[src/hdl/bsram_pkg.sv]
// Shared types and constants for the battery save-RAM window block.
// No dependencies; every other file in hdl/ imports this package.
`timescale 1ns / 1ps

package bsram_pkg;

  // Field widths of the request and result items
  localparam int OP_W        = 3;
  localparam int BUS_ADDR_W  = 24;
  localparam int VALUE_W     = 16;
  localparam int FRAMES_W    = 8;
  localparam int THRESH_W    = 16;
  localparam int USED_W      = 17;
  localparam int IN_TDATA_W  = 56;
  localparam int OUT_TDATA_W = 40;
  localparam int CFG_INDEX_W = 2;
  localparam int CFG_DATA_W  = 24;

  // Operation codes carried in in_tuser
  localparam logic [OP_W-1:0] OP_RD_BYTE = 3'd0;
  localparam logic [OP_W-1:0] OP_RD_WORD = 3'd1;
  localparam logic [OP_W-1:0] OP_WR_BYTE = 3'd2;
  localparam logic [OP_W-1:0] OP_WR_WORD = 3'd3;
  localparam logic [OP_W-1:0] OP_TICK    = 3'd4;

  // Configuration register indexes
  localparam logic [CFG_INDEX_W-1:0] REG_WIN_START   = 2'd0;
  localparam logic [CFG_INDEX_W-1:0] REG_WIN_LAST    = 2'd1;
  localparam logic [CFG_INDEX_W-1:0] REG_SAVE_FRAMES = 2'd2;

  // Reset values of the configuration registers
  localparam logic [BUS_ADDR_W-1:0] WIN_START_RST   = 24'h200000;
  localparam logic [BUS_ADDR_W-1:0] WIN_LAST_RST    = 24'h20FFFF;
  localparam logic [THRESH_W-1:0]   SAVE_FRAMES_RST = 16'd62;

  // Data constants
  localparam logic [7:0]         BYTE_ERASED = 8'hFF;
  localparam logic [VALUE_W-1:0] WORD_ERASED = 16'hFFFF;
  localparam logic [THRESH_W-1:0] FSUM_MAX   = 16'hFFFF;
  localparam logic [USED_W-1:0]  USED_SAT    = 17'h1FFFF;

  // Controller states, one-hot
  typedef enum logic [4:0] {
    ST_CLEAR  = 5'b00001,
    ST_IDLE   = 5'b00010,
    ST_ACCESS = 5'b00100,
    ST_SCAN   = 5'b01000,
    ST_SIZE   = 5'b10000
  } state_t;

  typedef struct packed {
    logic [BUS_ADDR_W-1:0] win_start;
    logic [BUS_ADDR_W-1:0] win_last;
    logic [THRESH_W-1:0]   save_frames;
  } cfg_t;

  typedef struct packed {
    logic [OP_W-1:0]       operation;
    logic [BUS_ADDR_W-1:0] bus_address;
    logic [VALUE_W-1:0]    write_value;
    logic [FRAMES_W-1:0]   frame_count;
    logic                  force_save;
  } item_t;

  typedef struct packed {
    logic [VALUE_W-1:0] read_value;
    logic               is_dirty;
    logic               save_request;
    logic [USED_W-1:0]  used_bytes;
  } result_t;

  // Enables of the two byte banks: index 0 even bank, index 1 odd bank
  typedef struct packed {
    logic [1:0] en;
    logic [1:0] we;
  } bank_ctl_t;

endpackage

[src/hdl/bsram_ctrl.sv]
// Sequencer of the save-RAM block: window decode, read-modify-write of
// the banks, dirty/frame bookkeeping, the used-size scan and the post-reset clear.
// Depends on bsram_pkg; drives bsram_banks.
`timescale 1ns / 1ps

module bsram_ctrl import bsram_pkg::*; #(
  parameter int MEM_BYTES = 65536
) (
  input  logic                           clk,
  input  logic                           rst_n,
  input  cfg_t                           cfg,
  input  logic                           in_valid,
  output logic                           in_ready,
  input  item_t                          in_item,
  output logic                           res_valid,
  input  logic                           res_take,
  output result_t                        res,
  output bank_ctl_t                      bank_ctl,
  output logic [$clog2(MEM_BYTES)-2:0]   even_addr,
  output logic [$clog2(MEM_BYTES)-2:0]   odd_addr,
  output logic [7:0]                     even_wdata,
  output logic [7:0]                     odd_wdata,
  input  logic [7:0]                     even_rdata,
  input  logic [7:0]                     odd_rdata
);

  localparam int AW = $clog2(MEM_BYTES);
  localparam int RW = AW - 1;
  localparam int PW = AW + 1;
  localparam int XW = PW + USED_W;

  state_t                state_r, state_nxt;
  logic [RW-1:0]         clr_idx_r, clr_idx_nxt;
  logic [OP_W-1:0]       op_r;
  logic [AW-1:0]         a_r;
  logic                  hit_r;
  logic [VALUE_W-1:0]    wval_r;
  logic [FRAMES_W-1:0]   frames_r;
  logic                  force_r;
  logic                  dirty_r, dirty_nxt;
  logic [THRESH_W-1:0]   fsum_r, fsum_nxt;
  logic [AW-1:0]         hwm_r, hwm_nxt;
  logic                  hwm_vld_r, hwm_vld_nxt;
  logic [RW-1:0]         scan_idx_r, scan_idx_nxt;
  logic                  chk_v_r, chk_v_nxt;
  logic [RW-1:0]         chk_idx_r;
  logic [AW-1:0]         last_r, last_nxt;
  logic                  none_r, none_nxt;

  // Window decode of the incoming request
  logic [BUS_ADDR_W-1:0] off_w;
  logic                  hit_in;
  logic [AW-1:0]         a_in;

  assign off_w  = in_item.bus_address - cfg.win_start;
  assign hit_in = (in_item.bus_address >= cfg.win_start) &&
                  (in_item.bus_address <= cfg.win_last);
  assign a_in   = hit_in ? off_w[AW-1:0] : '0;
  assign in_ready = (state_r == ST_IDLE);

  // Even-bank row of the byte pair at a: next row when a is odd
  function automatic logic [RW-1:0] even_row(input logic [AW-1:0] a);
    logic [RW-1:0] row;
    row = a[AW-1:1];
    return a[0] ? RW'(row + 1'b1) : row;
  endfunction

  // Access stage: bytes a and a+1 of the current request
  logic [7:0]    byte_a, byte_b, new_a, new_b;
  logic [AW-1:0] b_off;
  logic          is_word, is_wr, chg, do_wr;

  assign byte_a  = a_r[0] ? odd_rdata  : even_rdata;
  assign byte_b  = a_r[0] ? even_rdata : odd_rdata;
  assign b_off   = AW'(a_r + 1'b1);
  assign is_word = (op_r == OP_WR_WORD);
  assign is_wr   = (op_r == OP_WR_BYTE) || is_word;
  assign new_a   = is_word ? wval_r[15:8] : wval_r[7:0];
  assign new_b   = wval_r[7:0];
  assign chg     = (byte_a != new_a) || (is_word && (byte_b != new_b));

  // Frame accumulation with saturation
  logic [THRESH_W:0]   fsum_add;
  logic [THRESH_W-1:0] fsum_sat;
  logic                tick, go;

  assign fsum_add = {1'b0, fsum_r} + {{(THRESH_W+1-FRAMES_W){1'b0}}, frames_r};
  assign fsum_sat = fsum_add[THRESH_W] ? FSUM_MAX : fsum_add[THRESH_W-1:0];
  assign tick     = (op_r == OP_TICK);
  assign go       = tick && dirty_r && (force_r || (fsum_sat >= cfg.save_frames));

  // Highest offset ever written with a non-erased byte
  logic          cand_a, cand_b, vld1;
  logic [AW-1:0] h1, h2;

  assign cand_a = new_a != BYTE_ERASED;
  assign cand_b = is_word && (new_b != BYTE_ERASED);
  assign h1     = (cand_a && (!hwm_vld_r || (a_r > hwm_r))) ? a_r : hwm_r;
  assign vld1   = hwm_vld_r || cand_a;
  assign h2     = (cand_b && (!vld1 || (b_off > h1))) ? b_off : h1;

  // Read data of the access stage
  logic [VALUE_W-1:0] rd_val;
  always_comb begin
    rd_val = '0;
    if (op_r == OP_RD_BYTE) begin
      rd_val = hit_r ? {8'h00, byte_a} : {8'h00, BYTE_ERASED};
    end else if (op_r == OP_RD_WORD) begin
      rd_val = hit_r ? {byte_a, byte_b} : WORD_ERASED;
    end
  end

  // Power-of-two used size from the last non-erased offset, saturated at USED_SAT
  logic [AW-1:0]   smear;
  logic [PW-1:0]   pow2;
  logic [XW-1:0]   pow2_x;
  logic [USED_W-1:0] used_sz;

  always_comb begin
    smear = last_r;
    for (int s = 1; s < AW; s = s * 2) begin
      smear = smear | (smear >> s);
    end
    pow2   = {1'b0, smear} + PW'(1);
    pow2_x = XW'(pow2);
    if (none_r) begin
      used_sz = '0;
    end else if (pow2_x > XW'(USED_SAT)) begin
      used_sz = USED_SAT;
    end else begin
      used_sz = pow2_x[USED_W-1:0];
    end
  end

  // Scan check: highest non-erased byte of the row read last cycle
  logic          scan_hit;
  logic [AW-1:0] scan_last;
  always_comb begin
    scan_hit  = chk_v_r && ((odd_rdata != BYTE_ERASED) || (even_rdata != BYTE_ERASED));
    scan_last = (odd_rdata != BYTE_ERASED) ? {chk_idx_r, 1'b1} : {chk_idx_r, 1'b0};
  end

  // Sequencer
  logic go_scan;
  assign go_scan = go && hwm_vld_r;

  always_comb begin
    state_nxt    = state_r;
    clr_idx_nxt  = clr_idx_r;
    dirty_nxt    = dirty_r;
    fsum_nxt     = fsum_r;
    hwm_nxt      = hwm_r;
    hwm_vld_nxt  = hwm_vld_r;
    scan_idx_nxt = scan_idx_r;
    chk_v_nxt    = 1'b0;
    last_nxt     = last_r;
    none_nxt     = none_r;
    do_wr        = 1'b0;
    res_valid    = 1'b0;
    res          = '0;
    bank_ctl     = '0;
    even_addr    = even_row(a_r);
    odd_addr     = a_r[AW-1:1];
    even_wdata   = a_r[0] ? new_b : new_a;
    odd_wdata    = a_r[0] ? new_a : new_b;

    case (state_r)
      ST_CLEAR: begin
        bank_ctl.en = 2'b11;
        bank_ctl.we = 2'b11;
        even_addr   = clr_idx_r;
        odd_addr    = clr_idx_r;
        even_wdata  = BYTE_ERASED;
        odd_wdata   = BYTE_ERASED;
        clr_idx_nxt = RW'(clr_idx_r + 1'b1);
        if (&clr_idx_r) begin
          state_nxt = ST_IDLE;
        end
      end

      ST_IDLE: begin
        even_addr   = even_row(a_in);
        odd_addr    = a_in[AW-1:1];
        bank_ctl.en = {2{in_valid}};
        if (in_valid) begin
          state_nxt = ST_ACCESS;
        end
      end

      ST_ACCESS: begin
        if (go_scan) begin
          // Memory holds data: find the used size before answering
          dirty_nxt    = 1'b0;
          fsum_nxt     = '0;
          scan_idx_nxt = hwm_r[AW-1:1];
          state_nxt    = ST_SCAN;
        end else begin
          res_valid         = 1'b1;
          res.read_value    = rd_val;
          res.is_dirty      = (go ? 1'b0 : dirty_r) || (is_wr && hit_r && chg);
          res.save_request  = go;
          res.used_bytes    = '0;
          if (res_take) begin
            state_nxt = ST_IDLE;
            if (is_wr && hit_r && chg) begin
              do_wr       = 1'b1;
              dirty_nxt   = 1'b1;
              hwm_nxt     = h2;
              hwm_vld_nxt = vld1 || cand_b;
            end else if (go) begin
              dirty_nxt = 1'b0;
              fsum_nxt  = '0;
            end else if (tick && dirty_r) begin
              fsum_nxt = fsum_sat;
            end
          end
        end
        if (do_wr) begin
          bank_ctl.en = is_word ? 2'b11 : {a_r[0], ~a_r[0]};
          bank_ctl.we = bank_ctl.en;
        end
      end

      ST_SCAN: begin
        bank_ctl.en  = 2'b11;
        even_addr    = scan_idx_r;
        odd_addr     = scan_idx_r;
        scan_idx_nxt = RW'(scan_idx_r - 1'b1);
        chk_v_nxt    = 1'b1;
        if (scan_hit) begin
          last_nxt  = scan_last;
          none_nxt  = 1'b0;
          hwm_nxt   = scan_last;
          state_nxt = ST_SIZE;
        end else if (chk_v_r && (chk_idx_r == '0)) begin
          none_nxt    = 1'b1;
          hwm_vld_nxt = 1'b0;
          state_nxt   = ST_SIZE;
        end
      end

      ST_SIZE: begin
        res_valid        = 1'b1;
        res.save_request = 1'b1;
        res.used_bytes   = used_sz;
        if (res_take) begin
          state_nxt = ST_IDLE;
        end
      end

      default: begin
        state_nxt = ST_CLEAR;
      end
    endcase
  end

  // Control state
  always_ff @(posedge clk) begin
    if (!rst_n) begin
      state_r   <= ST_CLEAR;
      clr_idx_r <= '0;
      dirty_r   <= 1'b0;
      fsum_r    <= '0;
      hwm_vld_r <= 1'b0;
      chk_v_r   <= 1'b0;
    end else begin
      state_r   <= state_nxt;
      clr_idx_r <= clr_idx_nxt;
      dirty_r   <= dirty_nxt;
      fsum_r    <= fsum_nxt;
      hwm_vld_r <= hwm_vld_nxt;
      chk_v_r   <= chk_v_nxt;
    end
  end

  // Payload registers
  always_ff @(posedge clk) begin
    hwm_r      <= hwm_nxt;
    scan_idx_r <= scan_idx_nxt;
    chk_idx_r  <= scan_idx_r;
    last_r     <= last_nxt;
    none_r     <= none_nxt;
    if (in_valid && in_ready) begin
      op_r     <= in_item.operation;
      a_r      <= a_in;
      hit_r    <= hit_in;
      wval_r   <= in_item.write_value;
      frames_r <= in_item.frame_count;
      force_r  <= in_item.force_save;
    end
  end

endmodule

[config.mk]
export PLATFORM = sky130hd
export DESIGN_NAME = bsram_ctrl
export DESIGN_NICKNAME = d
export VERILOG_FILES = /design/src/hdl/bsram_pkg.sv /design/src/hdl/bsram_ctrl.sv
export SDC_FILE = /design/constraint.sdc
export NUM_CORES = 1
export LEC_CHECK = 0
export BUFFER_PORTS_ARGS = -buffer_cell sky130_fd_sc_hd__buf_2
export CAP_MARGIN = 20
export CELL_PAD_IN_SITES_DETAIL_PLACEMENT = 0
export CELL_PAD_IN_SITES_GLOBAL_PLACEMENT = 1
export CORE_MARGIN = 8
export CORE_UTILIZATION = 46
export CTS_BUF_LIST = sky130_fd_sc_hd__clkbuf_16
export DETAILED_ROUTE_END_ITERATION = 16
export PLACE_DENSITY = 0.87
export SLEW_MARGIN = 10
export SYNTH_ARGS = -nofsm -noshare
export SYNTH_HDL_FRONTEND = slang
export SYNTH_SLANG_ARGS = --single-unit
[constraint.sdc]
create_clock -name clk -period 18.1 [get_ports clk]
set_input_delay 3.62 -clock clk [delete_from_list [all_inputs] [get_ports clk]]
set_output_delay 3.62 -clock clk [all_outputs]
set_load 0.01 [all_outputs]
* Word-level counts from Yosys, hierarchy flattened
Cells that the tools add are included.
** Operators by class
- Multipliers :: 0
- Add/sub/neg operators :: 8
- Bitwise logic cells :: 5
- Shift operators :: 0
- Magnitude comparators :: 5
- Mux-type cells :: 65
- Divide/modulo/power cells :: 0
- Reduce and logical (&&, ||, !) cells :: 40
- Eq/ne operators :: 26
** Operators with widths (number)
- 2-to-1 mux 16 bit :: 16
- case mux 15 bit (3 select lines) :: 2
- 2-to-1 mux 8 bit :: 8
- adder 15 x 1 -> 15 bit (second input constant) :: 3
- 2-to-1 mux 15 bit :: 3
- case mux 18 bit (2 select lines) :: 1
- 2-to-1 mux 35 bit :: 1
- 2-to-1 mux 17 bit :: 2
- > comparator 16 bit :: 2
- inequality test 8 bit (second input constant) :: 4
- case mux 16 bit (2 select lines) :: 1
- 2-to-1 mux 5 bit :: 6
- case mux 15 bit (2 select lines) :: 1
- case mux 5 bit (5 select lines) :: 1
- greater-or-equal comparator 24 bit :: 1
- less-or-equal comparator 24 bit :: 1
- inequality test 2 bit (second input constant) :: 10
- adder 16 x 1 -> 17 bit (second input constant) :: 1
- adder 16 x 8 -> 17 bit :: 1
- 2-to-1 mux 1 bit :: 17
- adder 16 x 1 -> 16 bit (second input constant) :: 1
- greater-or-equal comparator 16 bit :: 1
- inequality test 8 bit :: 2
- bitwise OR 16 x 12 -> 16 bit :: 1
- other kinds (34) :: 62
** Word-level totals
- Latch bits :: 0
- Word-level logic and storage cells :: 166
- ROM bits :: 0
- Memories kept :: 0
- Memory bits (writable) :: 0
- Bits of input ports :: 136
- Flip-flop bits (word level) :: 147
- Output and inout port bits :: 87

* Longest topological paths before layout
- Depth in word-level cells :: 13
- Mapped depth :: 24
- Depth with buffers taken out :: 21

* Least setup slack after synthesis
No wires, ideal clock.
- Kind :: input -> output
- From :: input port in_item[25] (netlist bit)
- To :: output port even_addr[12]
- Required time :: 14480 ps
- Setup slack :: 6984 ps
- Cell stages on the path :: 22
- Path buffers :: 2
- Data arrival time :: 7496 ps
- Cell sequence :: inv_1 ha_1 inv_1 fa_1 a211oi_2 nor2_1 o21ai_0 nand3_1 a31oi_2 or2_2 buf_2 buf_2 nor2_1 ha_1 nor2b_1 o21ai_0 o21ba_2 and4bb_2 and4_1 a41oi_1 o21ai_0 a21oi_1
** On the way
- Longest elaborated chain between the ends :: 6
- Elaborated cells on any way between the ends :: 8
- Classes of those cells :: add/sub: 2; order compare: 2; mux: 3; reduce/logical: 1
** Ends and longest elaborated chain
- start, declared :: RTL line bsram_ctrl.sv:14 : input item_t in_item,
- greater-or-equal comparator 24 bit / less-or-equal comparator 24 bit (equally long branches) :: RTL line bsram_ctrl.sv:56, bsram_ctrl.sv:57
- logical AND 1 bit :: RTL line bsram_ctrl.sv:56 : assign hit_in = (in_item.bus_address >= cfg.win_start) &&
- 2-to-1 mux 16 bit (*) :: RTL line bsram_ctrl.sv:58 : assign a_in = hit_in ? off_w[AW-1:0] : '0;
- via a_in[2] :: RTL line bsram_ctrl.sv:53 : logic [AW-1:0] a_in;
- adder 15 x 1 -> 15 bit (*) :: RTL line bsram_ctrl.sv:65 : return a[0] ? RW'(row + 1'b1) : row;
- 2-to-1 mux 15 bit (*) :: RTL line bsram_ctrl.sv:65
- case mux 15 bit (3 select lines) (*) :: RTL line bsram_ctrl.sv:167 : case (state_r)
- end, declared :: RTL line bsram_ctrl.sv:19 : output logic [$clog2(MEM_BYTES)-2:0] even_addr,
The timed path passes the listed nets; every way through them passes the cells marked *.

* Worst setup path after layout
- From :: input port in_item[25] (netlist bit)
- To :: output port even_addr[12]
** On the way
- Longest elaborated chain between the ends :: 6
- Elaborated cells on any way between the ends :: 8
- Classes of those cells :: add/sub: 2; order compare: 2; mux: 3; reduce/logical: 1
** Ends and longest elaborated chain
- greater-or-equal comparator 24 bit / less-or-equal comparator 24 bit (equally long branches) :: RTL line bsram_ctrl.sv:56, bsram_ctrl.sv:57
- logical AND 1 bit (*) :: RTL line bsram_ctrl.sv:56
- via hit_in :: RTL line bsram_ctrl.sv:52 : logic hit_in;
- 2-to-1 mux 16 bit (*) :: RTL line bsram_ctrl.sv:58
- via a_in[1] :: RTL line bsram_ctrl.sv:53
- adder 15 x 1 -> 15 bit (*) :: RTL line bsram_ctrl.sv:65
- 2-to-1 mux 15 bit (*) :: RTL line bsram_ctrl.sv:65
- case mux 15 bit (3 select lines) (*) :: RTL line bsram_ctrl.sv:167
Marked as above.

==> flow_summary.ini <==
[sta]
post-route-period-util_pct = 66.3
slew_violations = 0
finClkSkew_ps = 14.3
fin_tns_setup_ps = 0
finalCriticalPeriod_ps = 12000
hold_viol_final = 0
max_slew_margin_pct = 26.7
setup_violations = 0
worst_pin_slew_ps = 1090
max_freq_mhz = 83.3
timing.hold.ws_ps = 467
rsz0062_at_grt = false

[place]
gp_congestion = 0.968
dp_hpwl_mm = 30.0
io_buffers = 222
placed_cells = 1918
place_area_um2 = 13600

[synth]
syn_nets = 1670
synth_edf_count = 93
synth_ff_type = edfxtp_1
synth_compound_area_share_pct = 17.8
synth.cells.most_frequent = nand2_1 (155), ha_1 (110), inv_1 (99), edfxtp_1 (93), nor2_1 (89)
synth_top_area_cell = edfxtp_1
synth-async-reset-ratio_pct = 0
synth_fa_ha_area_share_pct = 11.6
synth.distinct_cells = 87
synth_area_um2 = 12200
synth_top_family_by_area = simple AND/OR/NAND/NOR gates
synth_xor_area_share_pct = 6.08
syn_avg_cell_area_um2 = 8.61
ys_ff_latch = 147
synthTopCellsByArea = edfxtp_1 (23%), ha_1 (11%), dfxtp_1 (8.8%), nand2_1 (4.8%), xnor2_1 (3.4%)
synth_simple_gate_area_share_pct = 23.4
synthCells = 1422
yosysWarnings = 0
synth_top_area_share_pct = 22.8
ys_seq_area_share_pct = 31.7
muxShareOfSynthArea_pct = 4.00
synthMostInstantiatedCell = nand2_1

[global_routing]
grt_pass1_wl_mm = 59.6
antenna_found_initial = 2
grtUsageTotal_pct = 23.2
grt_max_degree = 50
overflow = 0
grt_pass1_vias = 11300

[worst_hold_path]
holdPathStages = 2
hold_class = reg2reg
hold_end = fsum_r[5]$_SDFFE_PN0P_
hold_path_startpoint = fsum_r[5]$_SDFFE_PN0P_

[clock_network]
cts-hold-fix-buffers = 0
clk_latency_ps = 430
clkTransAtPathRegs_ps = 70
post_cts_resized = 0
tritoncts = built
numCtsBuffers = 17
clk_path_buf_depth = 2
cts-htree-levels = 4
clock-sinks = 147
post_cts_buffers = 0
cts_root_buf = clkbuf_16

[worst_setup_path]
rrSetupSlack_ps = 12620
cp.required_ps = 14480
crit_slowest_cell = a211oi_2
cp.arrival_ps = 8380
worstSetupPathType = in2out
cp_max_fo = 19
crit_chain = buf_2 -> inv_1 -> ha_1 -> inv_1 -> fa_1 -> a211oi_2 -> nor2_1 -> o21ai_0 -> nand3_1 -> a31oi_2 -> or2_2 -> inv_2 -> and2_1 -> ha_1 -> nor2b_1 -> o21ai_0 -> o21ba_2 -> and4bb_2 -> and4_1 -> a41oi_1 -> o21ai_0 -> a21oi_1 -> buf_2
startpoint_type = input port
cp_common_cell = o21ai_0
timing.rr.start = frames_r[0]$_DFFE_PP_
cp-end-kind = output port
r2r-end = scan_idx_r[3]$_DFFE_PP_
max_stage_delay_ps = 480
ff2ff_path_depth = 18

[outcome]
outcome = finished clean

[power_and_ir_drop]
irDropWorstVdd_v = 0.0000613
leakagePower_nw = 6.29
power.density_nw_per_um2 = 60.0
total_power_mw = 0.850

[cells_and_area]
drive_above_1_share_pct = 19.6
n_antenna_cell = 0
fin_nets = 1851
area_delta_synth_final_pct = 15.8
fin_cells = 1951
final_cell_area_um2 = 14200

[routing]
post_drt_wl_per_cell_um = 19.4
drtIter0Drc = 980
drc = 0
viasPerCell = 5.87
dr_total_vias = 11500
ant_nets = 0
dr.pass1.iters = 8
wirelength_mm = 37.9

[floorplan]
die_w_um = 179
row_count = 59
start_util_pct = 47.0
io_pins = 223
die_h_um = 179
core_area_um2 = 26100
dieArea_um2 = 32100

[flow_run]
maxCapViolations = 0
power by group:
| part | switching [mW] | internal (mW) | leakage [nW] |
|---|---|---|---|
| combinational | 0.0733 | 0.0484 | 4.72 |
| sequential | 0.00104 | 0.355 | 1.28 |
| clock | 0.162 | 0.211 | 0.298 |
| total | 0.236 | 0.614 | 6.29 |
per-stage QoR:
stage | util [%] | worst slack [ps]
finish | 54.4 | 6100
detailed placement | 52.0 | 6180
global placement | 52.0 | 6290
floorplan | - | 6980
global route | 54.4 | 5800
CTS | 54.4 | 6180
layout by cell type (no fill, tap or decap), drive strengths merged, types with 10 or more instances in the layout:
cell type / n
or3b: 14
nand2: 155
a21oi: 64
and3: 18
a31oi: 21
nand3: 58
nor2b: 11
a222oi: 14
a21boi: 19
a211oi: 24
xnor2: 48
xor2: 37
nor2: 89
and2: 23
clkbuf: 17
dfxtp: 54
nand4: 44
o21a: 10
o21ai: 64
inv: 110
or3: 12
a21o: 24
mux2i: 41
edfxtp: 93
buf: 231
nor3: 48
nor4: 21
ha: 110
state kept, by name, summed over array words and instances (netlist names):
| name | cells |
|---|---|
| a_r | 16 |
| chk_idx_r | 15 |
| chk_v_r | 1 |
| clr_idx_r | 15 |
| dirty_r | 1 |
| force_r | 1 |
| frames_r | 8 |
| fsum_r | 16 |
| hit_r | 1 |
| hwm_r | 16 |
| hwm_vld_r | 1 |
| last_r | 16 |
| none_r | 1 |
| op_r | 3 |
| scan_idx_r | 15 |
| state_r | 5 |
| wval_r | 16 |
kinds of logic (layout without fill, tap and decap cells):
group | count (synthesis) | in the layout
XOR/XNOR | 85 | 85
multiplexers | 48 | 48
adder cells (fa/ha/maj) | 112 | 112
buffers and inverters | 169 | 363
AO/OA/AOI/OAI | 313 | 313
AND/OR/NAND/NOR | 548 | 548
flip-flops | 147 | 147
layer usage:
layer / wire (µm) / vias to the layer above / GRT usage [%]
met4: 920 / 4 / 7.21
met3: 3130 / 49 / 4.78
li1: - / 5622 / -
met1: 17100 / 5357 / 30.9
met5: 22 / - / 0
met2: 16800 / 419 / 37.2
how the worst max path moves through the flow:
stage,start,end
global route,in_item[25],even_addr[12]
finish,in_item[25],even_addr[12]
detailed placement,in_item[25],even_addr[12]
global placement,in_item[25],even_addr[12]
CTS,in_item[25],even_addr[12]
floorplan,in_item[25],even_addr[12]
cell type report:
type / instances / area, µm²
sequential: 147 / 3870
timing repair buffer: 231 / 1180
fill: 2456 / 11900
inverter: 100 / 375
clock inverter: 15 / 189
clock buffer: 17 / 425
tap: 335 / 419
multi-input combinational: 1106 / 7710
critical path, delay by kind of cell:
kind | cells | cell delay (ps)
buffers and inverters | 5 | 500
AOI/OAI and AO/OA | 8 | 1950
adders and majority gates | 3 | 790
and+or+nand+nor | 7 | 1500
Note: power is estimated with default switching activity, not from simulation.
